<file path="src/rtl/julia_escape_time_pixel_macros.svh">
// Assertion helpers for the RTL (included by jet_core).
`ifndef JULIA_ESCAPE_TIME_PIXEL_MACROS_SVH
`define JULIA_ESCAPE_TIME_PIXEL_MACROS_SVH

`ifndef ASSERT_OFF
`define JET_ASSERT(name, prop, msg) \
  name: assert property (@(posedge clk_i) disable iff (!rst_ni) prop) else $error(msg);
`define JET_ASSERT_ALWAYS(name, prop, msg) \
  name: assert property (@(posedge clk_i) prop) else $error(msg);
`else
`define JET_ASSERT(name, prop, msg)
`define JET_ASSERT_ALWAYS(name, prop, msg)
`endif

`endif

</file>
<file path="src/rtl/jet_pkg.sv">
package jet_pkg;

  localparam int unsigned COORD_W     = 10;
  localparam int unsigned OFS_W       = 13;
  localparam int unsigned CFG_W       = 32;
  localparam int unsigned STEP_W      = 31;
  localparam int unsigned COUNT_W     = 8;
  localparam int unsigned WORD_W      = 32;
  localparam int unsigned DIVIDEND_W  = 2 * COUNT_W;
  localparam int unsigned DIV_CNT_W   = $clog2(DIVIDEND_W + 1);
  localparam int unsigned QUEUE_DEPTH = 2;
  localparam int unsigned CFG_IDX_W   = 3;

  localparam logic [7:0]         ALPHA          = 8'hFF;
  localparam logic [STEP_W-1:0]  STEP_RESET     = 31'd1048576;
  localparam logic [COUNT_W-1:0] MAX_ITER_RESET = 8'd64;

  typedef enum logic [CFG_IDX_W-1:0] {
    CFG_C_REAL      = 3'd0,
    CFG_C_IMAG      = 3'd1,
    CFG_CENTER_REAL = 3'd2,
    CFG_CENTER_IMAG = 3'd3,
    CFG_PIXEL_STEP  = 3'd4,
    CFG_MAX_ITER    = 3'd5
  } cfg_reg_e;

  typedef enum logic [1:0] {
    FS_IDLE,
    FS_MUL,
    FS_PUSH
  } front_state_e;

  typedef enum logic [2:0] {
    BS_IDLE,
    BS_SQUARE,
    BS_SUM,
    BS_DIV_GO,
    BS_DIV_WAIT
  } back_state_e;

  typedef struct packed {
    logic                  start;
    logic [DIVIDEND_W-1:0] dividend;
    logic [COUNT_W-1:0]    divisor;
  } div_req_t;

  typedef struct packed {
    logic                  done;
    logic [DIVIDEND_W-1:0] quotient;
  } div_rsp_t;

endpackage

</file>
<file path="src/rtl/jet_front.sv">
module jet_front #(
  parameter int unsigned SCREEN_WIDTH  = 1024,
  parameter int unsigned SCREEN_HEIGHT = 1024,
  parameter int unsigned ZW            = 45
) (
  input  logic                               clk_i,
  input  logic                               rst_ni,
  input  logic                               start_i,
  output logic                               busy_o,
  input  logic [jet_pkg::COORD_W-1:0]        pix_x_i,
  input  logic [jet_pkg::COORD_W-1:0]        pix_y_i,
  input  logic [jet_pkg::STEP_W-1:0]         pixel_step_i,
  input  logic signed [jet_pkg::CFG_W-1:0]   center_real_i,
  input  logic signed [jet_pkg::CFG_W-1:0]   center_imag_i,
  output logic                               push_o,
  input  logic                               full_i,
  output logic signed [ZW-1:0]               zr_o,
  output logic signed [ZW-1:0]               zi_o
);

  localparam int unsigned OW = jet_pkg::OFS_W;
  localparam int unsigned CW = jet_pkg::COORD_W;
  localparam logic signed [OW-1:0] HALF_W = OW'(SCREEN_WIDTH / 2);
  localparam logic signed [OW-1:0] HALF_H = OW'(SCREEN_HEIGHT / 2);

  jet_pkg::front_state_e state_q, state_d;
  logic signed [OW-1:0]  px_q, py_q;
  logic signed [ZW-1:0]  prod_r_q, prod_i_q;
  logic signed [jet_pkg::STEP_W:0] step_s;

  assign step_s = $signed({1'b0, pixel_step_i});

  always_ff @(posedge clk_i or negedge rst_ni) begin
    if (!rst_ni) begin
      state_q <= jet_pkg::FS_IDLE;
    end else begin
      state_q <= state_d;
    end
  end

  always_comb begin
    state_d = state_q;
    busy_o  = 1'b1;
    push_o  = 1'b0;
    unique case (state_q)
      jet_pkg::FS_IDLE: begin
        busy_o = 1'b0;
        if (start_i) begin
          state_d = jet_pkg::FS_MUL;
        end
      end
      jet_pkg::FS_MUL: begin
        state_d = jet_pkg::FS_PUSH;
      end
      jet_pkg::FS_PUSH: begin
        if (!full_i) begin
          push_o  = 1'b1;
          state_d = jet_pkg::FS_IDLE;
        end
      end
      default: begin
        state_d = jet_pkg::FS_IDLE;
      end
    endcase
  end

  always_ff @(posedge clk_i) begin
    if (state_q == jet_pkg::FS_IDLE && start_i) begin
      px_q <= $signed({{(OW-CW){1'b0}}, pix_x_i}) - HALF_W;
      py_q <= $signed({{(OW-CW){1'b0}}, pix_y_i}) - HALF_H;
    end
    if (state_q == jet_pkg::FS_MUL) begin
      prod_r_q <= ZW'(px_q) * ZW'(step_s);
      prod_i_q <= ZW'(py_q) * ZW'(step_s);
    end
  end

  assign zr_o = prod_r_q + ZW'(center_real_i);
  assign zi_o = prod_i_q + ZW'(center_imag_i);

endmodule

</file>
<file path="config.mk">
export PLATFORM = sky130hd
export DESIGN_NAME = jet_front
export DESIGN_NICKNAME = d
export VERILOG_FILES = /design/src/rtl/julia_escape_time_pixel_macros.svh /design/src/rtl/jet_pkg.sv /design/src/rtl/jet_front.sv
export SDC_FILE = /design/constraint.sdc
export NUM_CORES = 2
export LEC_CHECK = 0
export CAP_MARGIN = 20
export CORE_AREA = 8 8 217 219
export DETAILED_ROUTE_END_ITERATION = 7
export DIE_AREA = 0 0 225 227
export DONT_BUFFER_PORTS = 1
export GPL_TIMING_DRIVEN = 1
export PLACE_DENSITY = 0.88
export RECOVER_POWER = 100
export SYNTH_ARGS = -nofsm -noshare
export SYNTH_HDL_FRONTEND = slang
export SYNTH_SLANG_ARGS = --single-unit
</file>
<file path="constraint.sdc">
create_clock -name clk_i -period 15.8 [get_ports clk_i]
set_input_delay 0.79 -clock clk_i [delete_from_list [all_inputs] [get_ports clk_i]]
set_output_delay 0.79 -clock clk_i [all_outputs]
set_load 0.02 [all_outputs]
</file>
==> metrics.md <==
| Metric | Value |
|---|---|
| Mapped Cells | 3430 |
| Worst R2R Setup Slack | 8.32 ns |
| Synthesized netlist net count | 4381 |
| Non-filler cells, final | 3890 |
| Multi-input gate area | 23900 sq um |
| Area leader, netlist | fa_1 |
| Min Tclk post-route | 7.48 ns |
| CP startpoint | px_q[4]$_DFFE_PP_ |
| Setup crit end | prod_r_q[39]$_DFFE_PN_ |
| Asr flop ratio synth | 1.85% |
| Initial Utilization | around 70% |
| Placed insts | 3869 |
| Post-synth EDFFs | 106 |
| Flop and latch count out of synthesis | 108 |
| Synth Area in XOR/XNOR | between 4 and 5% |
| Core Area | 43600 sq um |
| # hold bufs at CTS | 0 |
| Register area share after synthesis | 10.7% |
| Vias | 23600 |
| First-pass GRT wire length | 121 mm |
| Top Ports | 211 |
| CTS Buffer Depth | 2 |
| Commonest non-fill, non-tap cell in the layout | inv_1 |
| Library cells used by synthesis | 81 |
| Routed Antenna Nets | 0 |
| Clock sink total | approximately 110 |
| Number of remaining DRC errors | 0 |
| CP Capture Type | flop |
| Compound-Gate Fraction of Synth Area | around 11% |
| Share of the synthesized area in the top cell type | 34.7% |
| Data arrival, critical path | 7.63 ns |
| Worst slew pin tran | 2.53 ns |
| Max Fanout on Critical Path | 21 |
| Largest net degree at the start of global routing | 87 |
| Clock slew at reported path FFs | around 0.070 ns |
| Grt ovf | 0 |
| Setup violators final | 0 |
| Critical path launch point type | flop |
| Total CTS buffers | 9 |
| Violated checks | capacitance limit, slew limit |
| Clock Skews | 0.0113 ns |
| Synthesized-area fraction occupied by adder cells | 47.4% |
| F_max | 134 MHz |
| Ys flop type | edfxtp_1 |
| Setup Crit Path Kind | flop to flop |
| IO Port Bufs | 0 |
| Largest cells by area after synthesis | fa_1 35%, ha_1 13%, edfxtp_1 11% |
| Gr busiest metal | met2 |
| Worst path required time | 15.95 ns |
| Via density | 6.08 |
| Synth Warn # | 0 |
| RR Startpoint | px_q[4]$_DFFE_PP_ |
| Met2 usage | 51.8% |
| Number of antenna violations at the first check in global routing | 0 |
| Total GRT Usage | 29.1% |
| DPL Wire Length | 57.4 mm |
| M1 GR Usage | 34.0% |
| Post-CTS setup buffer count | 0 |
| Layout cells sized above 1 | 1.24% |
| ANT cells | 0 |
| Nets | between 4000 and 5000 |
| Later-pin clock latency in the skew report | approximately 0.41 ns |
| Num rows | 77 |
| M3 GR Usage | 4.83% |
| Run status | finished with violations |
| Syn avg cell area | 8.81 sq um |
| Final hold violation count | 0 |
| Most frequent cells in the layout | 637 x inv_1, 524 x fa_1, 454 x nand2_1 |
| Die Area | around 51000 sq um |
| Multiplexer area fraction after synthesis | 0.0662% |
| Fin. max-slew vios | 121 |
| Initial DRC Count | 1940 |
| Cts repair resizes | 0 |
| H-tree lvl count | 3 |
| CTS tree | yes |
| Syn-to-layout area delta | 2.01% |
| # fillers | about 3200 |
| Synth Area in Simple Gates | 16.4% |
| Post-Syn Area | between 30000 and 40000 sq um |
| Reg2Reg Depth | 20 |
| DRT Pass-1 Iters | 7 |
| Main combinational cell family by area after synthesis | adder cells |
| Die Wd | 225 microns |
| Root buffer cell | clkbuf_16 |
| Maxcap violations | 3 |
| Vias in the first global route | 25600 |
| Chip height | around 230 microns |
| Relative slew slack | -68.8% |
| RSZ-0062 raised after global routing | false |
| Total Wirelength | approximately 73 mm |
| Final worst-path cycle share | a little under half |
| GP Congestion | 0.952 |
| R2R Path End | prod_r_q[39]$_DFFE_PN_ |
| DR WL/cell | about 19 microns |
| Tightest Hold Check Type | input port to async pin |
| Register Area | 3230 sq um |
| Final setup TNS | 0 ns |
## cell usage after synthesis, drive strengths merged (4+ instances only)
master	n
o31a	4
nand2	454
a31oi	27
o211ai	15
a2bb2oi	4
a221o	6
a211oi	16
o31ai	7
o21a	16
o2111ai	5
inv	638
a211o	5
nor2b	23
a21o	77
nor3	10
nand2b	26
buf	8
and2	282
o21bai	27
nand3	32
clkbuf	156
o21ai	86
nor3b	4
or2	6
ha	308
a21oi	166
or3	5
nor2	121
a41oi	6
a221oi	4
fa	524
and3	26
xor2	55
a311oi	4
nand4	27
xnor2	96
edfxtp	106
a21boi	9
## worst min-delay path by stage
| stage | to | startpoint | slack [ns] | cells after the start |
|---|---|---|---|---|
| after floorplan | state_q[0]$_DFFE_PN0P_ | rst_ni | 0.49 | 0 |
| after global placement | state_q[0]$_DFFE_PN0P_ | rst_ni | 0.49 | 0 |
| after detailed placement | state_q[1]$_DFFE_PN0P_ | rst_ni | 0.49 | 0 |
| after CTS | state_q[1]$_DFFE_PN0P_ | rst_ni | 0.05 | 0 |
| after global routing | state_q[0]$_DFFE_PN0P_ | rst_ni | 0.06 | 0 |
| final | state_q[1]$_DFFE_PN0P_ | rst_ni | 0.08 | 0 |
## sequential cells by signal, indices dropped and copies added, names as in the netlist
signal	flops
prod_r_q	43
px_q	10
state_q	2
py_q	10
prod_i_q	43
## critical path, stage by stage (launching register included)
cell and delay (ns):
edfxtp_1 0.62, clkbuf_1 0.94, nand2_1 0.21, fa_1 0.51, fa_1 0.54, inv_1 0.07
fa_1 0.46, fa_1 0.52, inv_1 0.05, fa_1 0.50, inv_1 0.05, ha_1 0.37
and2_0 0.20, nand3_1 0.09, a21oi_1 0.19, o21ai_0 0.34, o21ai_0 0.65, a21oi_1 0.16
a211oi_1 0.39, a211oi_1 0.17, xnor2_1 0.15
## metrics by stage
step / setup slack [ns] / util (%) / cell area (sq um) / hold WS [ns]
final: 8.32 / 70.7 / 30800 / 0.0756
after floorplan: 9.81 / - / 30200 / 0.494
after global placement: 9.34 / 69.7 / 30400 / 0.494
after detailed placement: 9.11 / 69.9 / 30500 / 0.494
after global routing: 7.99 / 70.7 / 30800 / 0.0629
after CTS: 9.05 / 70.6 / 30800 / 0.0539
## area by class of cell
type	count	share of cell area [%]
clock inverters	4	0.243
well taps	592	2.40
clock buffers	11	0.755
flip-flops and latches	108	10.5
repair buffers	17	0.807
inverters	640	7.79
multi-input cells	2518	77.5
## metal layers
metal  vias up  wire length (microns)
met2      1044                  37600
li1      10500                      -
met1     11800                  26900
met5         -                      0
met3       271                   5140
met4         0                   3210
## kinds of logic after synthesis
| kind of cell | Yosys count |
|---|---|
| AOI/OAI and AO/OA | 508 |
| xor gates and xnor gates | 151 |
| adders and majority gates | 832 |
| and+or+nand+nor | 1025 |
| muxes | 2 |
| buffers and inverters | 804 |
| DFF | 108 |
Power is left out: the tool's default activity adds up to more than one toggle a clock period on the data nets, which glitch-free logic cannot reach.
