==> config.mk <==
export PLATFORM = sky130hd
export DESIGN_NAME = jet_fifo
export DESIGN_NICKNAME = d
export VERILOG_FILES = /design/src/rtl/julia_escape_time_pixel_macros.svh /design/src/rtl/jet_pkg.sv /design/src/rtl/jet_fifo.sv
export SDC_FILE = /design/constraint.sdc
export NUM_CORES = 1
export LEC_CHECK = 0
export BUFFER_PORTS_ARGS = -buffer_cell sky130_fd_sc_hd__buf_2
export CAP_MARGIN = 40
export CORE_MARGIN = 5
export CORE_UTILIZATION = 54
export CTS_BUF_LIST = sky130_fd_sc_hd__clkbuf_4
export CTS_CLUSTER_DIAMETER = 150
export CTS_CLUSTER_SIZE = 8
export DETAILED_ROUTE_END_ITERATION = 10
export PLACE_DENSITY_LB_ADDON = 0.25
export SLEW_MARGIN = 5
export SYNTH_ARGS = -nofsm -noshare
export SYNTH_HDL_FRONTEND = slang
export SYNTH_SLANG_ARGS = --single-unit
==> constraint.sdc <==
create_clock -name clk_i -period 5.7 [get_ports clk_i]
set_input_delay 0.285 -clock clk_i [delete_from_list [all_inputs] [get_ports clk_i]]
set_output_delay 0.285 -clock clk_i [all_outputs]
set_load 0.02 [all_outputs]
==> src/rtl/julia_escape_time_pixel_macros.svh <==
// Assertion helpers for the RTL (included by jet_core).
`ifndef JULIA_ESCAPE_TIME_PIXEL_MACROS_SVH
`define JULIA_ESCAPE_TIME_PIXEL_MACROS_SVH

`ifndef ASSERT_OFF
`define JET_ASSERT(name, prop, msg) \
  name: assert property (@(posedge clk_i) disable iff (!rst_ni) prop) else $error(msg);
`define JET_ASSERT_ALWAYS(name, prop, msg) \
  name: assert property (@(posedge clk_i) prop) else $error(msg);
`else
`define JET_ASSERT(name, prop, msg)
`define JET_ASSERT_ALWAYS(name, prop, msg)
`endif

`endif

==> src/rtl/jet_pkg.sv <==
package jet_pkg;

  localparam int unsigned COORD_W     = 10;
  localparam int unsigned OFS_W       = 13;
  localparam int unsigned CFG_W       = 32;
  localparam int unsigned STEP_W      = 31;
  localparam int unsigned COUNT_W     = 8;
  localparam int unsigned WORD_W      = 32;
  localparam int unsigned DIVIDEND_W  = 2 * COUNT_W;
  localparam int unsigned DIV_CNT_W   = $clog2(DIVIDEND_W + 1);
  localparam int unsigned QUEUE_DEPTH = 2;
  localparam int unsigned CFG_IDX_W   = 3;

  localparam logic [7:0]         ALPHA          = 8'hFF;
  localparam logic [STEP_W-1:0]  STEP_RESET     = 31'd1048576;
  localparam logic [COUNT_W-1:0] MAX_ITER_RESET = 8'd64;

  typedef enum logic [CFG_IDX_W-1:0] {
    CFG_C_REAL      = 3'd0,
    CFG_C_IMAG      = 3'd1,
    CFG_CENTER_REAL = 3'd2,
    CFG_CENTER_IMAG = 3'd3,
    CFG_PIXEL_STEP  = 3'd4,
    CFG_MAX_ITER    = 3'd5
  } cfg_reg_e;

  typedef enum logic [1:0] {
    FS_IDLE,
    FS_MUL,
    FS_PUSH
  } front_state_e;

  typedef enum logic [2:0] {
    BS_IDLE,
    BS_SQUARE,
    BS_SUM,
    BS_DIV_GO,
    BS_DIV_WAIT
  } back_state_e;

  typedef struct packed {
    logic                  start;
    logic [DIVIDEND_W-1:0] dividend;
    logic [COUNT_W-1:0]    divisor;
  } div_req_t;

  typedef struct packed {
    logic                  done;
    logic [DIVIDEND_W-1:0] quotient;
  } div_rsp_t;

endpackage

==> src/rtl/jet_fifo.sv <==
module jet_fifo #(
  parameter int unsigned WIDTH = 90
) (
  input  logic             clk_i,
  input  logic             rst_ni,
  input  logic             push_i,
  input  logic [WIDTH-1:0] wdata_i,
  output logic             full_o,
  input  logic             pop_i,
  output logic [WIDTH-1:0] rdata_o,
  output logic             empty_o
);

  localparam int unsigned DEPTH = jet_pkg::QUEUE_DEPTH;
  localparam int unsigned AW    = (DEPTH > 1) ? $clog2(DEPTH) : 1;
  localparam int unsigned CW    = $clog2(DEPTH + 1);

  logic [WIDTH-1:0] mem_q [DEPTH];
  logic [AW-1:0]    wptr_q, rptr_q;
  logic [CW-1:0]    count_q;

  assign full_o  = (count_q == CW'(DEPTH));
  assign empty_o = (count_q == '0);
  assign rdata_o = mem_q[rptr_q];

  always_ff @(posedge clk_i) begin
    if (push_i) begin
      mem_q[wptr_q] <= wdata_i;
    end
  end

  always_ff @(posedge clk_i or negedge rst_ni) begin
    if (!rst_ni) begin
      wptr_q  <= '0;
      rptr_q  <= '0;
      count_q <= '0;
    end else begin
      if (push_i) begin
        wptr_q <= (wptr_q == AW'(DEPTH - 1)) ? '0 : wptr_q + AW'(1);
      end
      if (pop_i) begin
        rptr_q <= (rptr_q == AW'(DEPTH - 1)) ? '0 : rptr_q + AW'(1);
      end
      if (push_i && !pop_i) begin
        count_q <= count_q + CW'(1);
      end else if (pop_i && !push_i) begin
        count_q <= count_q - CW'(1);
      end
    end
  end

endmodule

==> results of run 1 <==
## state kept, by name, indices dropped and copies added (netlist names)
register / count
wptr_q: 1
count_q: 2
mem_q: 180
rptr_q: 1
## stage by stage
stage / util, % / cells / hold slack, ns / setup slack (ns) / power, mW
after CTS: 74.50 / 768 / 0.009940 / 2.724 / 4.018
after detailed placement: 64.38 / 643 / 0.09400 / 3.367 / 3.258
final: 74.52 / 769 / 0.06659 / 2.781 / 4.001
after global placement: 64.21 / 642 / 0.09400 / 3.264 / 3.234
after global routing: 74.50 / 768 / 0.009714 / 2.622 / 4.187
after floorplan: - / 296 / -0.01059 / 0.7607 / 2.910
## per-layer routing
layer | wire length (um) | global-route usage (%)
met4 | 236 | 7.703
met2 | 6874 | 31.23
met3 | 1073 | 6.546
met5 | 0 | 0
met1 | 5441 | 21.77
## cells in the final DEF, fill, tap and decap left out
cell / instances
nor2b_4: 1
nor2_1: 2
dfrtp_4: 1
xor2_1: 4
ha_1: 1
dlygate4sd3_1: 93
nor2b_1: 1
buf_4: 3
dfrtp_1: 3
clkbuf_4: 22
buf_12: 1
mux2_2: 90
clkinv_1: 2
inv_1: 1
buf_2: 185
diode_2: 1
xnor2_1: 1
clkinvlp_4: 3
and2_4: 1
clkinv_2: 2
edfxtp_1: 180
bufinv_16: 3
## repair_timing
item,in CTS,in global routing
endpoints found under the hold margin,186,0
gates resized for setup,0,0
hold buffers,93,0
## path summary, 6_finish.rpt
kind / slack, ns / endpoint / startpoint
max: 2.78 / rdata_o[54] / rptr_q$_DFFE_PN0P_
max reg2reg: 3.60 / mem_q[1][10]$_DFFE_PP_ / wptr_q$_DFFE_PN0P_
min: 0.07 / count_q[0]$_DFFE_PN0P_ / rst_ni
min in group clk_i: 0.45 / mem_q[0][82]$_DFFE_PP_ / wdata_i[82]
max in group asynchronous: 5.50 / rptr_q$_DFFE_PN0P_ / rst_ni
min reg2reg: 0.54 / count_q[1]$_DFFE_PN0P_ / count_q[1]$_DFFE_PN0P_
## cell type report
class / instances / area (um2) / share of cell area, %
clock buffer: 22 / 165.2 / 1.830
multi-input combinational: 101 / 1106 / 12.25
tap: 168 / 210.2 / 2.329
sequential: 184 / 5509 / 61.03
inverter: 1 / 3.754 / 0.04159
timing repair buffer: 282 / 1899 / 21.04
antenna: 1 / 2.502 / 0.02772
clock inverter: 10 / 130.1 / 1.442
## cell families after synthesis
group	share of synthesized area, %
flip-flops	81.68
multiplexers	15.04
buffers and inverters	2.060
XOR/XNOR	0.6497
AND/OR/NAND/NOR	0.3899
adder cells (fa/ha/maj)	0.1856
## critical path, stage by stage (launching register included)
cell and delay (ns):
dfrtp_4 0.75, buf_4 0.68, mux2_2 0.42, buf_2 0.16
## power groups by stage
stage / clock network, mW / registers (mW) / logic [mW]
after floorplan: 0 / 1.90 / 1.01
after global placement: 0 / 1.92 / 1.31
after detailed placement: 0 / 1.94 / 1.32
after CTS: 0.734 / 1.90 / 1.38
after global routing: 0.797 / 1.93 / 1.46
final: 0.721 / 1.91 / 1.37
==> qor.txt, run 1 <==
Crit path kind -> reg2out
GPL Wtd Cong -> 0.7161
Critical Path RT -> 5.41 ns
Layout Skew -> 0.01640 ns
Minimum clock period -> 2.919 ns
Critical Path AT -> 2.63 ns
Nets -> 682
Number of DRC markers in iteration 0 -> 220
TritonCTS clock tree -> built
IO Count -> 186
Pleak -> 3.436 nW
Yosys Warn Count -> 0
Vias in the first global route -> 4091
Int Power -> 2.684 mW
Synth Area per Inst -> 22.77 um2
Reg2reg path depth -> 2
Sequential share of the synthesized area -> 81.68%
Slew Limit Headroom -> 49.32%
Vias per inst -> 4.954
Slew at the pin closest to its max-slew limit -> 0.7602 ns
Setup bufs post-CTS -> 0
Max IR drop VDD -> 0.3064 mV
DP HPWL -> 7.666 mm
Pins Over Slew Limit -> 0
Total Routing Usage GR -> 18.56%
Pwr dens -> 443.3 mW/mm2
Area delta synth->final -> 33.92%
Logic gate share of total power -> 34.3%
Wirelength, routed -> 13.63 mm
Psw -> 1.317 mW
Post-route DRC -> 0
RSZ-0062 raised after global routing -> false
Share of the synthesized area in the top cell type -> 80.19%
Max Cap Viol -> 0
Top post-synthesis cells by area -> edfxtp_1 (80%), mux2_2 (15%), clkbuf_8 (1.8%)
Synthesized Nets -> 391
Clock-pin slew on the worst setup and hold paths -> 0.13 ns
Syn Std Cell Area -> 0.006740 mm2
Vias after detailed routing -> 3810
Class of the worst hold path -> in2async
Layout fillers -> 742
CTS H-tree depth -> 4
Clk buf depth -> 2
Endpoint class of the critical path -> primary output
Initial Utilization -> 55.65%
Root buffer cell -> clkbuf_4
Most frequent cell after synthesis -> edfxtp_1
Flops & latches, synth -> 184
Detail Route Antenna Nets -> 0
CTS buffer count -> 17
Placed Area -> 0.007797 mm2
Die Height -> 121.7 um
Final setup TNS -> 0 ns
Yosys cell types -> 12
Clock Latency Late Sink -> 0.54 ns
Routed len/inst -> 17.72 um
Post-Syn Instances -> 296
Site row count -> 40
Main synth FF type -> edfxtp_1
Grt total ovfl -> 0
Die area -> 0.01482 mm2
Pin count of the biggest net entering global routing -> 59
Clk network pwr share -> 18.0%
Part of the power in registers -> 47.7%
First drt pass iteration count -> 4
Async S/R FF share, synth -> 2.174%
CP Launch Type -> flip-flop
Net Sw Frac -> 32.91%
Core ar. -> 0.01211 mm2
Post-synth EDFFs -> 180
Final setup violation count -> 0
First-pass GRT wire length -> 20.73 mm
Outcome -> complete, no violations
Fin crit share -> 51.22%
Die Wd -> 121.7 um
Number of port buffers -> 185
Max FO, Critical Path -> 58
Design Area, Final -> 0.009026 mm2
Fraction of layout cells with a size suffix above 1 -> 52.00%
Post-synth top cells -> edfxtp_1 (180), mux2_2 (90), clkbuf_8 (9)
Final hold vios -> 0
Initial antenna violation count -> 0
Max Fclk -> 342.5 MHz
Yosys top cell by area -> edfxtp_1
Clock sink total -> 184
No activity file was read; power rests on OpenSTA's default activity.
==> run 2: changes to the inputs <==
- clock period: 5.7 -> 3 ns (I/O delays scaled with it)
==> run 2 against run 1 <==
Non-clock buffer count grew 1. Power grew 90%. Sequential power grew 91%. Cell count shrank 0.13%. Die area is the same. Hold slack gained 0.24 ns. Sequential share of layout area is essentially flat. Design area is essentially flat. Count of clock-buffer cells in the layout shrank 2.
==> qor.txt, run 2 (synthesis results as in run 1) <==
Die area -> 0.01482 mm2 (unchanged)
Die Wd -> 121.7 um (unchanged)
Layout fillers -> 706 (-4.9%)
Vias per inst -> 4.917 (-0.76%)
Wirelength, routed -> 13.60 mm (-0.18%)
Slowest stage cell, crit path -> dfrtp_4
CP Launch Type -> flip-flop
Pleak -> 3.441 nW (+0.14%)
Endpoint class of the critical path -> primary output
Pwr dens -> 842.7 mW/mm2 (+90%)
Pin count of the biggest net entering global routing -> 54 (-8.5%)
Crit path kind -> reg2out
RSZ-0062 raised after global routing -> false
DP HPWL -> 8.089 mm (+5.5%)
Placed insts -> 643 (unchanged)
Clock Latency Late Sink -> 0.54 ns (about the same)
Design Area, Final -> 0.009032 mm2 (about the same)
First-pass GRT wire length -> 20.98 mm (+1.2%)
Final setup TNS -> 0 ns (unchanged)
Final hold vios -> 0 (unchanged)
Nets -> 683 (+0.15%)
Detail Route Antenna Nets -> 0 (unchanged)
Vias in the first global route -> 4202 (+2.7%)
Area of the multi-input gates -> 0.001106 mm2 (unchanged)
Root buffer cell -> clkbuf_4
Number of port buffers -> 185 (unchanged)
Initial Utilization -> 55.65% (unchanged)
Post-route DRC -> 0 (unchanged)
Core ar. -> 0.01211 mm2 (unchanged)
Max Fclk -> 399.7 MHz
Top reg by flops -> mem_q
Slowest Stage Delay on Critical Path -> 0.85 ns (+0.10 ns)
Clock sink total -> 184 (unchanged)
Minimum clock period -> 2.502 ns
TritonCTS clock tree -> built
Crit path buf inv count -> 2 (unchanged)
Setup WS post-layout -> 0.4980 ns (-2.283 ns)
Outcome -> complete, no violations
Crit path cell chain -> buf_12 > mux2_2 > buf_2
Non-filler cells, final -> 768 (-0.13%)
Class of the worst hold path -> in2reg
Max IR drop VDD -> 0.5802 mV (+89%)
Critical Path RT -> 2.85 ns (-2.56 ns)
Total Routing Usage GR -> 18.97% (+0.41 points)
Clock-pin slew on the worst setup and hold paths -> 0.14 ns (about the same)
Layout Utilization -> 74.58% (about the same)
Fraction of layout cells with a size suffix above 1 -> 51.67% (-0.33 points)
Max FO, Critical Path -> 47 (-19%)
CTS H-tree depth -> 4 (unchanged)
Vias after detailed routing -> 3776 (-0.89%)
GPL Wtd Cong -> 0.7236 (+1.0%)
CTS buffer count -> 17 (unchanged)
Pins Over Slew Limit -> 0 (unchanged)
Site row count -> 40 (unchanged)
IO Count -> 186 (unchanged)
Biggest regs -> mem_q: 180 flops, count_q: 2 flops
Placed Area -> 0.007810 mm2 (+0.16%)
Critical Path AT -> 2.35 ns (-0.28 ns)
Most common cell after layout, fill and taps aside -> buf_2
Minimum hold slack -> 0.3106 ns (+0.2440 ns)
Worst slack at placement -> 1.080 ns (-2.287 ns)
Final setup violation count -> 0 (unchanged)
Max reg flops -> 180 (unchanged)
Area delta synth->final -> 34.01% (about the same)
Number of DRC markers in iteration 0 -> 148 (-33%)
Clk buf depth -> 2 (unchanged)
Layout Skew -> 0.01325 ns (-0.003144 ns)
Most frequent cells in the layout -> buf_2 (185), edfxtp_1 (180), dlygate4sd3_1 (94), mux2_2 (90), clkbuf_4 (20)
Slew Limit Headroom -> 52.09% (+2.8 points)
Initial antenna violation count -> 0 (unchanged)
Die Height -> 121.7 um (unchanged)
First drt pass iteration count -> 6 (+2)
Grt total ovfl -> 0 (unchanged)
Max Cap Viol -> 0 (unchanged)
Sequential Area -> 0.005509 mm2 (unchanged)
Tot Pwr -> 7.612 mW (+90%)
Crit-path leading delay family -> flip-flops
Ant. Diodes -> 0 (-1)
Fin crit share -> 83.40%
Slew at the pin closest to its max-slew limit -> 0.7187 ns (-0.04151 ns)
Routed len/inst -> 17.71 um (about the same)
==> run 2: cell type report <==
cell class / instances / share of cell area, %
Multi-Input combinational cell: 101 / 12.25
Timing Repair Buffer: 283 / 21.28
Sequential cell: 184 / 60.99
Tap cell: 168 / 2.327
Inverter: 1 / 0.04156
Clock buffer: 20 / 1.662
Clock inverter: 11 / 1.454
==> run 2: power by group <==
group | total (mW) | internal [mW] | switching, mW | leakage (nW)
Clock | 1.35 | 0.589 | 0.761 | 0.151
Sequential | 3.65 | 3.41 | 0.244 | 1.74
Combinational | 2.61 | 1.09 | 1.52 | 1.55
Total | 7.61 | 5.09 | 2.52 | 3.44
==> run 2: worst register-to-register path, stage by stage (launching register included) <==
cell and delay [ns]:
dfrtp_1 0.45, and2_4 0.57, buf_12 0.35
==> run 2: layer usage <==
layer	global-route usage (%)	share of wire (%)
met3	5.896	6.6
met1	21.91	39
met4	7.843	2.0
met2	32.92	52
met5	0	0
==> run 2: repair_timing <==
| item | in CTS | in global routing |
|---|---|---|
| endpoints found under the hold margin | 187 | 0 |
| resized for setup | 0 | 0 |
| buffers inserted | 0 | 0 |
| hold buffers | 94 | 0 |
==> run 2: final timing paths <==
| path | start | endpoint | slack, ns | depth (start not counted) |
|---|---|---|---|---|
| max | rptr_q$_DFFE_PN0P_ | rdata_o[8] | 0.50 | 3 |
| min | wdata_i[9] | mem_q[1][9]$_DFFE_PP_ | 0.31 | 2 |
| max reg2reg | wptr_q$_DFFE_PN0P_ | mem_q[1][85]$_DFFE_PP_ | 1.27 | 2 |
| min reg2reg | count_q[1]$_DFFE_PN0P_ | count_q[1]$_DFFE_PN0P_ | 0.52 | 1 |
| max in group asynchronous | rst_ni | rptr_q$_DFFE_PN0P_ | 2.30 | 3 |
| min in group asynchronous | rst_ni | wptr_q$_DFFE_PN0P_ | 0.51 | 3 |
