--- src/rtl/julia_escape_time_pixel_macros.svh ---
// Assertion helpers for the RTL (included by jet_core).
`ifndef JULIA_ESCAPE_TIME_PIXEL_MACROS_SVH
`define JULIA_ESCAPE_TIME_PIXEL_MACROS_SVH

`ifndef ASSERT_OFF
`define JET_ASSERT(name, prop, msg) \
  name: assert property (@(posedge clk_i) disable iff (!rst_ni) prop) else $error(msg);
`define JET_ASSERT_ALWAYS(name, prop, msg) \
  name: assert property (@(posedge clk_i) prop) else $error(msg);
`else
`define JET_ASSERT(name, prop, msg)
`define JET_ASSERT_ALWAYS(name, prop, msg)
`endif

`endif

--- src/rtl/jet_pkg.sv ---
package jet_pkg;

  localparam int unsigned COORD_W     = 10;
  localparam int unsigned OFS_W       = 13;
  localparam int unsigned CFG_W       = 32;
  localparam int unsigned STEP_W      = 31;
  localparam int unsigned COUNT_W     = 8;
  localparam int unsigned WORD_W      = 32;
  localparam int unsigned DIVIDEND_W  = 2 * COUNT_W;
  localparam int unsigned DIV_CNT_W   = $clog2(DIVIDEND_W + 1);
  localparam int unsigned QUEUE_DEPTH = 2;
  localparam int unsigned CFG_IDX_W   = 3;

  localparam logic [7:0]         ALPHA          = 8'hFF;
  localparam logic [STEP_W-1:0]  STEP_RESET     = 31'd1048576;
  localparam logic [COUNT_W-1:0] MAX_ITER_RESET = 8'd64;

  typedef enum logic [CFG_IDX_W-1:0] {
    CFG_C_REAL      = 3'd0,
    CFG_C_IMAG      = 3'd1,
    CFG_CENTER_REAL = 3'd2,
    CFG_CENTER_IMAG = 3'd3,
    CFG_PIXEL_STEP  = 3'd4,
    CFG_MAX_ITER    = 3'd5
  } cfg_reg_e;

  typedef enum logic [1:0] {
    FS_IDLE,
    FS_MUL,
    FS_PUSH
  } front_state_e;

  typedef enum logic [2:0] {
    BS_IDLE,
    BS_SQUARE,
    BS_SUM,
    BS_DIV_GO,
    BS_DIV_WAIT
  } back_state_e;

  typedef struct packed {
    logic                  start;
    logic [DIVIDEND_W-1:0] dividend;
    logic [COUNT_W-1:0]    divisor;
  } div_req_t;

  typedef struct packed {
    logic                  done;
    logic [DIVIDEND_W-1:0] quotient;
  } div_rsp_t;

endpackage

--- src/rtl/jet_div.sv ---
module jet_div (
  input  logic              clk_i,
  input  logic              rst_ni,
  input  jet_pkg::div_req_t req_i,
  output jet_pkg::div_rsp_t rsp_o
);

  localparam int unsigned DW  = jet_pkg::DIVIDEND_W;
  localparam int unsigned VW  = jet_pkg::COUNT_W;
  localparam int unsigned NW  = jet_pkg::DIV_CNT_W;

  logic          busy_q, done_q;
  logic [NW-1:0] cnt_q;
  logic [VW-1:0] rem_q, div_q;
  logic [DW-1:0] quo_q;
  logic [VW:0]   shifted;
  logic          ge;

  assign shifted = {rem_q, quo_q[DW-1]};
  assign ge      = (shifted >= {1'b0, div_q});

  always_ff @(posedge clk_i or negedge rst_ni) begin
    if (!rst_ni) begin
      busy_q <= 1'b0;
      done_q <= 1'b0;
      cnt_q  <= '0;
    end else begin
      done_q <= 1'b0;
      if (req_i.start) begin
        busy_q <= 1'b1;
        cnt_q  <= NW'(DW);
      end else if (busy_q) begin
        cnt_q <= cnt_q - NW'(1);
        if (cnt_q == NW'(1)) begin
          busy_q <= 1'b0;
          done_q <= 1'b1;
        end
      end
    end
  end

  always_ff @(posedge clk_i) begin
    if (req_i.start) begin
      rem_q <= '0;
      quo_q <= req_i.dividend;
      div_q <= req_i.divisor;
    end else if (busy_q) begin
      rem_q <= ge ? VW'(shifted - {1'b0, div_q}) : shifted[VW-1:0];
      quo_q <= {quo_q[DW-2:0], ge};
    end
  end

  assign rsp_o.done     = done_q;
  assign rsp_o.quotient = quo_q;

endmodule

--- config.mk ---
export PLATFORM = sky130hd
export DESIGN_NAME = jet_div
export DESIGN_NICKNAME = d
export VERILOG_FILES = /design/src/rtl/julia_escape_time_pixel_macros.svh /design/src/rtl/jet_pkg.sv /design/src/rtl/jet_div.sv
export SDC_FILE = /design/constraint.sdc
export NUM_CORES = 1
export LEC_CHECK = 0
export BUFFER_PORTS_ARGS = -buffer_cell sky130_fd_sc_hd__buf_2
export CAP_MARGIN = 5
export CORE_MARGIN = 2
export CORE_UTILIZATION = 40
export CTS_CLUSTER_SIZE = 12
export DETAILED_ROUTE_END_ITERATION = 6
export PLACE_DENSITY_LB_ADDON = 0.15
export SYNTH_ARGS = -nofsm -noshare
export SYNTH_HDL_FRONTEND = slang
export SYNTH_SLANG_ARGS = --single-unit
export TNS_END_PERCENT = 1
--- constraint.sdc ---
create_clock -name clk_i -period 1.95 [get_ports clk_i]
set_input_delay 0.195 -clock clk_i [delete_from_list [all_inputs] [get_ports clk_i]]
set_output_delay 0.195 -clock clk_i [all_outputs]
set_load 0.02 [all_outputs]
==> summary.txt, run 1 <==
Outcome
  – Outcome: finished with violations
  – Failing checks: negative setup slack

Clock network
  – Longest Clk Path Bufs: 2
  – CTS buffer count: 5
  – Clock Pin Slew Worst Setup and Hold Paths: around 0.080 ns
  – Clk_lat worst skew: 0.29 ns
  – CTS tree: yes
  – Root Buffer: clkbuf_8
  – Clock sinks: 39
  – H-tree lvl count: 2

GRT
  – Largest net degree at the start of global routing: 37
  – Vias in the first global route: roughly 1600
  – Initial antenna violation count: 0
  – All-Layer GR Usage: 0.169
  – Total grt overflow: 0
  – First-pass GRT wire length: 7180 µm

Timing
  – RSZ-0062 raised after global routing: yes
  – Period utilization: 1.01
  – Fmax: 508 MHz
  – Slew headroom: 0.701
  – Hold Vio Cnt, Final: 0
  – Max Slew Vio Count: 0
  – Min cycle time layout: 1.97 ns
  – Setup TNS: -0.0196 ns
  – Setup Skew: 0.00629 ns
  – Final setup fails: 1
  – Worst-Margin Slew: 0.448 ns
  – Setup ws final: -0.0196 ns
  – WHS: 0.0761 ns

Worst setup path
  – Reg2reg setup slack: -0.02 ns
  – WS Path Type: reg2reg
  – CP startpoint kind: register
  – Slowest cell on crit path: edfxtp_1
  – WP data required: about 2.2 ns
  – CP startpoint: div_q[0]$_DFFE_PP_
  – FF-to-FF Start: div_q[0]$_DFFE_PP_
  – Cells along the critical path: ha_4 -> fa_2 -> nand2b_4 -> a2111o_1 -> o211ai_1 -> o21ai_1 -> a311oi_1
  – Buf/Inv on CP: 0
  – Critical Path AT: 2.17 ns
  – Crit-path leading delay family: compound AO/OA/AOI/OAI gates
  – CP endpoint kind: register
  – CP peak stage delay: roughly 0.4 ns
  – CP Max Fanout: 2

Final layout
  – Fillers: 448
  – Register area: 1060 µm²
  – Post-route cell area: around 2700 µm²
  – Footprint of the multi-input gates: 963 µm²
  – Leading cell types in the layout, fill and taps excluded: 43 x buf_2, 25 x buf_4, 24 x edfxtp_1
  – Ratio of cells with drive above 1 in the final layout: 0.409
  – Final #Nets: between 200 and 300
  – # diodes: 0
  – Leading cell type in the layout, fill and taps excluded: buf_2
  – Layout Area Growth over Synthesis: 29.3%

Logic synthesis
  – Synth warnings: 0
  – XOR/XNOR share of the synthesized area: 0.0298
  – Distinct cells, synth: 43
  – Mapped Cells: 185
  – Post-synth net total: 223
  – Synth top area share: 0.350
  – Synth Area in Simple Gates: 0.122
  – Ys flop type: edfxtp_1
  – Mux share of post-synthesis cell area: 0.0874
  – Leading area contributor after synthesis: edfxtp_1
  – Post-synth ARST share: 0.179
  – Seq/Total Area, Yosys: 0.512
  – Adder-cell share of the synthesized area: 0.0704
  – FF+latch count, synth: 39
  – Largest family of logic cells by synthesized area: compound AO/OA/AOI/OAI gates
  – Synth Area in Compound Gates: 0.132
  – Mapped Area: ~2100 µm²
  – Mean Syn Cell Area: 11.1 µm²
  – Largest cells by area after synthesis: edfxtp_1 35%, mux2_2 8.7%, dfrtp_1 8.5%
  – Number of flops mapped to enable cells by yosys: 24

Power and ir drop
  – Clk pwr share: 0.165
  – Sequential Power Share: 0.368
  – Psw: about 1.2 mW
  – Leak pwr: between 1 and 1.5 nW
  – P per Cell Area: 1240 nW/µm²
  – Gate power share: 0.467
  – VDD IR max: just under 0.6 mV
  – Switching Share: 0.366
  – Internal power: 2.09 mW

Floorplan
  – FP Rows: 26
  – Die Ht: between 70 and 80 µm
  – Top Ports: 44
  – Chip width: ~76 µm
  – Initial Util: 0.409
  – Die area: 5740 µm²
  – Core area: 5040 µm²

Routing
  – Drt pass-1 iters: 5
  – Wire per inst: about 13 µm
  – Post-route ant nets: 0
  – Detailed Route Iter0 Violations: roughly 90
  – Final WL: 4280 µm
  – DR DRC count: 0
  – Via/cell ratio: between 4 and 5
  – Vias: 1609

Hold path
  – Hold_sp: req_i[6]
  – Hold crit path type: in2reg

Placement
  – Routability cong.: around 0.85
  – Port Buffer Count: 43
  – Dpl hpwl: 3210 µm
  – Placed cell area: 2540 µm²

Job
  – Max-cap violations: 0
[final cells by class]
cell class | instances | area share
well taps | 70 | 0.0329
flip-flops and latches | 39 | 0.396
inverters | 15 | 0.0211
repair buffers | 69 | 0.155
multi-input cells | 123 | 0.362
clock buffers | 5 | 0.0258
clock inverters | 3 | 0.00751
[sequential cells by signal, indices dropped and copies added, names as in the netlist]
signal / cells
busy_q: 1
cnt_q: 5
div_q: 8
done_q: 1
quo_q: 16
rem_q: 8
[power by group through the flow]
| stage | combinational [mW] | sequential [mW] | clock [mW] |
|---|---|---|---|
| 2_1_floorplan | 0.877 | 1.28 | 0 |
| 3_3_place_gp | 1.50 | 1.23 | 0 |
| 3_5_place_dp | 1.50 | 1.23 | 0 |
| 4_1_cts | 1.53 | 1.22 | 0.564 |
| 5_1_grt | 1.71 | 1.24 | 0.604 |
| 6_report | 1.54 | 1.21 | 0.543 |
[cell families after synthesis]
kind of cell	after synthesis
buf+inv	23
flops	39
xor+xnor	7
simple gates	51
fa+ha+maj	11
mux	16
compound gates	38
[per-stage QoR]
| stage | util | std cells | power, mW | setup WS, ns |
|---|---|---|---|---|
| 6_report | 0.529 | 324 | 3.29 | -0.0196 |
| 5_1_grt | 0.529 | 324 | 3.56 | -0.132 |
| 4_1_cts | 0.527 | 324 | 3.31 | -0.0263 |
| 3_5_place_dp | 0.503 | 315 | 2.73 | -0.0330 |
| 3_3_place_gp | 0.503 | 315 | 2.72 | 0.0110 |
| 2_1_floorplan | - | 185 | 2.15 | -0.0804 |
[cells in the mapped netlist, drive strengths merged (2+ instances only)]
cell type   n
o211ai      2
nand2      10
clkbuf      2
nor4        2
edfxtp     24
inv        13
clkinv      2
a2111o      2
a21oi       6
nor3        3
a211oi      4
nand3       8
o21ai      10
and3        2
mux2       16
xnor2       6
dfrtp       7
ha         10
a311oi      4
dfxtp       8
nor2       17
buf         6
nand2b      3
nand3b      2
a21o        2
[what timing repair did]
action,CTS,global route
pin swaps,3,2
endpoints found under the hold margin,7,0
buffers inserted,0,0
endpoints found under the setup margin,3,6
hold buffers,1,0
resized for setup,2,2
[final timing paths]
| check | cells past startpoint | end |
|---|---|---|
| hold / removal | 1 | div_q[6]$_DFFE_PP_ |
| setup / recovery | 7 | rem_q[6]$_SDFFE_PP0P_ |
| setup reg to reg | 7 | rem_q[6]$_SDFFE_PP0P_ |
| max in group asynchronous | 2 | busy_q$_DFF_PN0_ |
| min in group asynchronous | 2 | done_q$_DFF_PN0_ |
| hold reg to reg | 2 | cnt_q[4]$_DFFE_PN0P_ |
[layer usage]
metal | GRT usage | share of wire
met5 | 0 | 0
met4 | 0.0643 | 0.016
met3 | 0.0370 | 0.033
met2 | 0.270 | 0.48
met1 | 0.224 | 0.47
Note: power is estimated with default switching activity, not from simulation.
==> run 2, diff against run 1 <==
==> constraint.sdc (replaced) <==
create_clock -name clk_i -period 1.95 [get_ports clk_i]
set_input_delay 0.585 -clock clk_i [delete_from_list [all_inputs] [get_ports clk_i]]
set_output_delay 0.585 -clock clk_i [all_outputs]
set_load 0.02 [all_outputs]
==> run 2 against run 1 <==
  * The run still ends with negative setup slack left
  * Power up 5.8%
  * Critical path depth unchanged
  * Utilization up 1.2 points
  * First-iteration DRC count down 6.6%
  * Non-clock buffer count unchanged
  * Register-to-register slack worse by 0.02 ns
  * Die area unchanged
  * Combinational power about the same
  * Clock skew down 0.0033 ns
  * Cell count unchanged
  * Worst hold slack better by 0.032 ns
  * Final area up 2.3%
  * Critical endpoint unchanged
==> summary.txt, run 2 (same netlist as run 1, synthesis figures left out) <==
Routing
  – Post-route ant nets: 0 (unchanged)
  – Wire per inst: 13.5 µm (+2.2%)
  – Via/cell ratio: 4.97 (+0.12%)
  – DR DRC count: 0 (unchanged)
  – Drt pass-1 iters: 4 (-1)
  – Final WL: 4370 µm (+2.2%)
  – Vias: 1611 (+0.12%)
  – Detailed Route Iter0 Violations: 85 (-6.6%)

Worst setup path
  – Worst r2r dst: rem_q[6]$_SDFFE_PP0P_
  – CP endpoint kind: register
  – Cells along the critical path: ha_4 -> fa_2 -> nand2b_4 -> a2111o_1 -> o211ai_1 -> o21ai_1 -> a311oi_1
  – FF-to-FF Start: div_q[0]$_DFFE_PP_
  – CP peak stage delay: 0.42 ns (about the same)
  – Slowest cell on crit path: edfxtp_1
  – Reg2reg setup slack: -0.04 ns (-0.02 ns)
  – WS Path Type: reg2reg
  – R2R cell count: 7 (unchanged)
  – Critical Path AT: 2.20 ns (+0.03 ns)
  – CP startpoint: div_q[0]$_DFFE_PP_
  – CP startpoint kind: register
  – WP data required: 2.15 ns (about the same)
  – CP Max Fanout: 2 (unchanged)

Power and ir drop
  – Internal power: 2.25 mW (+7.7%)
  – Psw: 1.23 mW (+2.4%)
  – Clk pwr share: 0.200 (+0.035)
  – Leak pwr: 1.19 nW (+2.3%)
  – Sequential Power Share: 0.351 (-0.017)
  – P per Cell Area: 1280 nW/µm² (+3.4%)
  – Gate power share: 0.449 (-0.018)
  – Switching Share: 0.354 (-0.0118)
  – VDD IR max: 0.539 mV (-9.0%)

Timing
  – RSZ-0062 raised after global routing: yes
  – Hold Vio Cnt, Final: 0 (unchanged)
  – Setup Skew: 0.00304 ns (-0.00325 ns)
  – Max Slew Vio Count: 0 (unchanged)
  – Period utilization: 1.02 (+0.0127)
  – Final setup fails: 2 (+1)
  – Worst-Margin Slew: 0.301 ns (-0.147 ns)
  – Slew headroom: 0.797 (+0.0957)
  – Setup TNS: -0.0448 ns (-0.0251 ns)
  – Setup ws final: -0.0444 ns (-0.0248 ns)
  – Min cycle time layout: 1.99 ns (+0.0248 ns)
  – Fmax: 501 MHz (-1.2%)

Outcome
  – Failing checks: negative setup slack
  – Outcome: finished with violations

Clock network
  – Clock Pin Slew Worst Setup and Hold Paths: 0.08 ns (about the same)
  – Root Buffer: clkbuf_8
  – H-tree lvl count: 2 (unchanged)
  – Longest Clk Path Bufs: 2 (unchanged)
  – Clock sinks: 39 (unchanged)
  – CTS tree: yes
  – CTS buffer count: 5 (unchanged)
  – Post-CTS setup buffer count: 0 (unchanged)
  – Clk_lat worst skew: 0.29 ns (about the same)

Final layout
  – Ratio of cells with drive above 1 in the final layout: 0.425 (+0.0157)
  – Top Registers: quo_q (16), div_q (8), rem_q (8)
  – Top reg by flops: quo_q
  – Leading cell type in the layout, fill and taps excluded: buf_2
  – Fillers: 459 (+2.5%)
  – Leading cell types in the layout, fill and taps excluded: 43 x buf_2, 24 x edfxtp_1, 24 x buf_4
  – Max reg flops: 16 (unchanged)
  – Post-route cell area: 2730 µm² (+2.3%)
  – Final #Nets: 291 (unchanged)
  – # diodes: 0 (unchanged)
  – Layout Area Growth over Synthesis: 32.3%

Placement
  – Port Buffer Count: 43 (unchanged)
  – Placed cell area: 2570 µm² (+1.3%)
  – Dpl ws: -0.0121 ns (+0.0209 ns)
  – Routability cong.: 0.833 (-2.1%)
  – Dpl hpwl: 3220 µm (+0.36%)

GRT
  – All-Layer GR Usage: 0.174 (+0.00463)
  – Largest net degree at the start of global routing: 37 (unchanged)
  – Vias in the first global route: 1573 (+0.38%)
  – First-pass GRT wire length: 7450 µm (+3.8%)
  – Initial antenna violation count: 0 (unchanged)
  – Total grt overflow: 0 (unchanged)

Floorplan
  – Chip width: 75.8 µm (unchanged)
  – Die area: 5740 µm² (unchanged)
  – FP Rows: 26 (unchanged)
  – Die Ht: 75.8 µm (unchanged)
  – Initial Util: 0.409 (unchanged)
  – Core area: 5040 µm² (unchanged)
  – Top Ports: 44 (unchanged)

Hold path
  – Hold crit path type: in2async

Job
  – Max-cap violations: 0 (unchanged)
==> run 2: power by group through the flow <==
stage          Combinational, mW  Clock, mW  Sequential, mW
2_1_floorplan              0.877          0            1.28
5_1_grt                     1.74      0.746            1.25
6_report                    1.56      0.696            1.22
3_3_place_gp                1.51          0            1.23
4_1_cts                     1.54      0.719            1.22
3_5_place_dp                1.50          0            1.23
==> run 2: critical path, delay by kind of cell (launching register included) <==
family                     cells  cell delay (ns)
AOI/OAI and AO/OA              4             0.79
adders and majority gates      2             0.54
DFF                            1             0.42
and+or+nand+nor                1             0.16
==> run 2: per-layer routing <==
layer  global-route usage  routed length (µm)
met5                    0                   0
met2                0.261                2000
met3               0.0384                 168
met4               0.0760                 105
met1                0.240                2100
==> run 2: repair_timing <==
item / CTS / global route
gates resized for setup: 2 / 5
setup endpoints to repair: 2 / 9
cloned: 0 / 0
hold buffers: 0 / 0
pin swaps: 2 / 1
==> run 2: worst max-delay path by stage <==
stage                       endpoint  slack [ns]  depth (start not counted)
2_1_floorplan  rem_q[6]$_SDFFE_PP0P_       -0.08                          8
3_3_place_gp   rem_q[4]$_SDFFE_PP0P_        0.02                          9
3_5_place_dp   rem_q[6]$_SDFFE_PP0P_       -0.01                          7
4_1_cts        rem_q[6]$_SDFFE_PP0P_       -0.04                          7
6_report       rem_q[6]$_SDFFE_PP0P_       -0.04                          7
5_1_grt        rem_q[6]$_SDFFE_PP0P_       -0.16                          7
==> run 2: layout make-up <==
cell class	instances	area, µm²	area share
Tap cell	70	87.6	0.0321
Sequential cell	39	1060	0.388
Timing Repair Buffer	69	435	0.160
Clock inverter	3	47.5	0.0174
Inverter	15	56.3	0.0207
Multi-Input combinational cell	123	973	0.357
Clock buffer	5	68.8	0.0252
==> run 2: metrics by stage <==
stage	utilization	instances	power, mW	hold slack, ns
floorplan	-	185	2.15	0.289
global placement	0.510	316	2.73	0.428
detailed placement	0.510	316	2.73	0.429
CTS	0.536	324	3.47	0.109
global route	0.541	324	3.73	0.112
finish	0.541	324	3.48	0.108
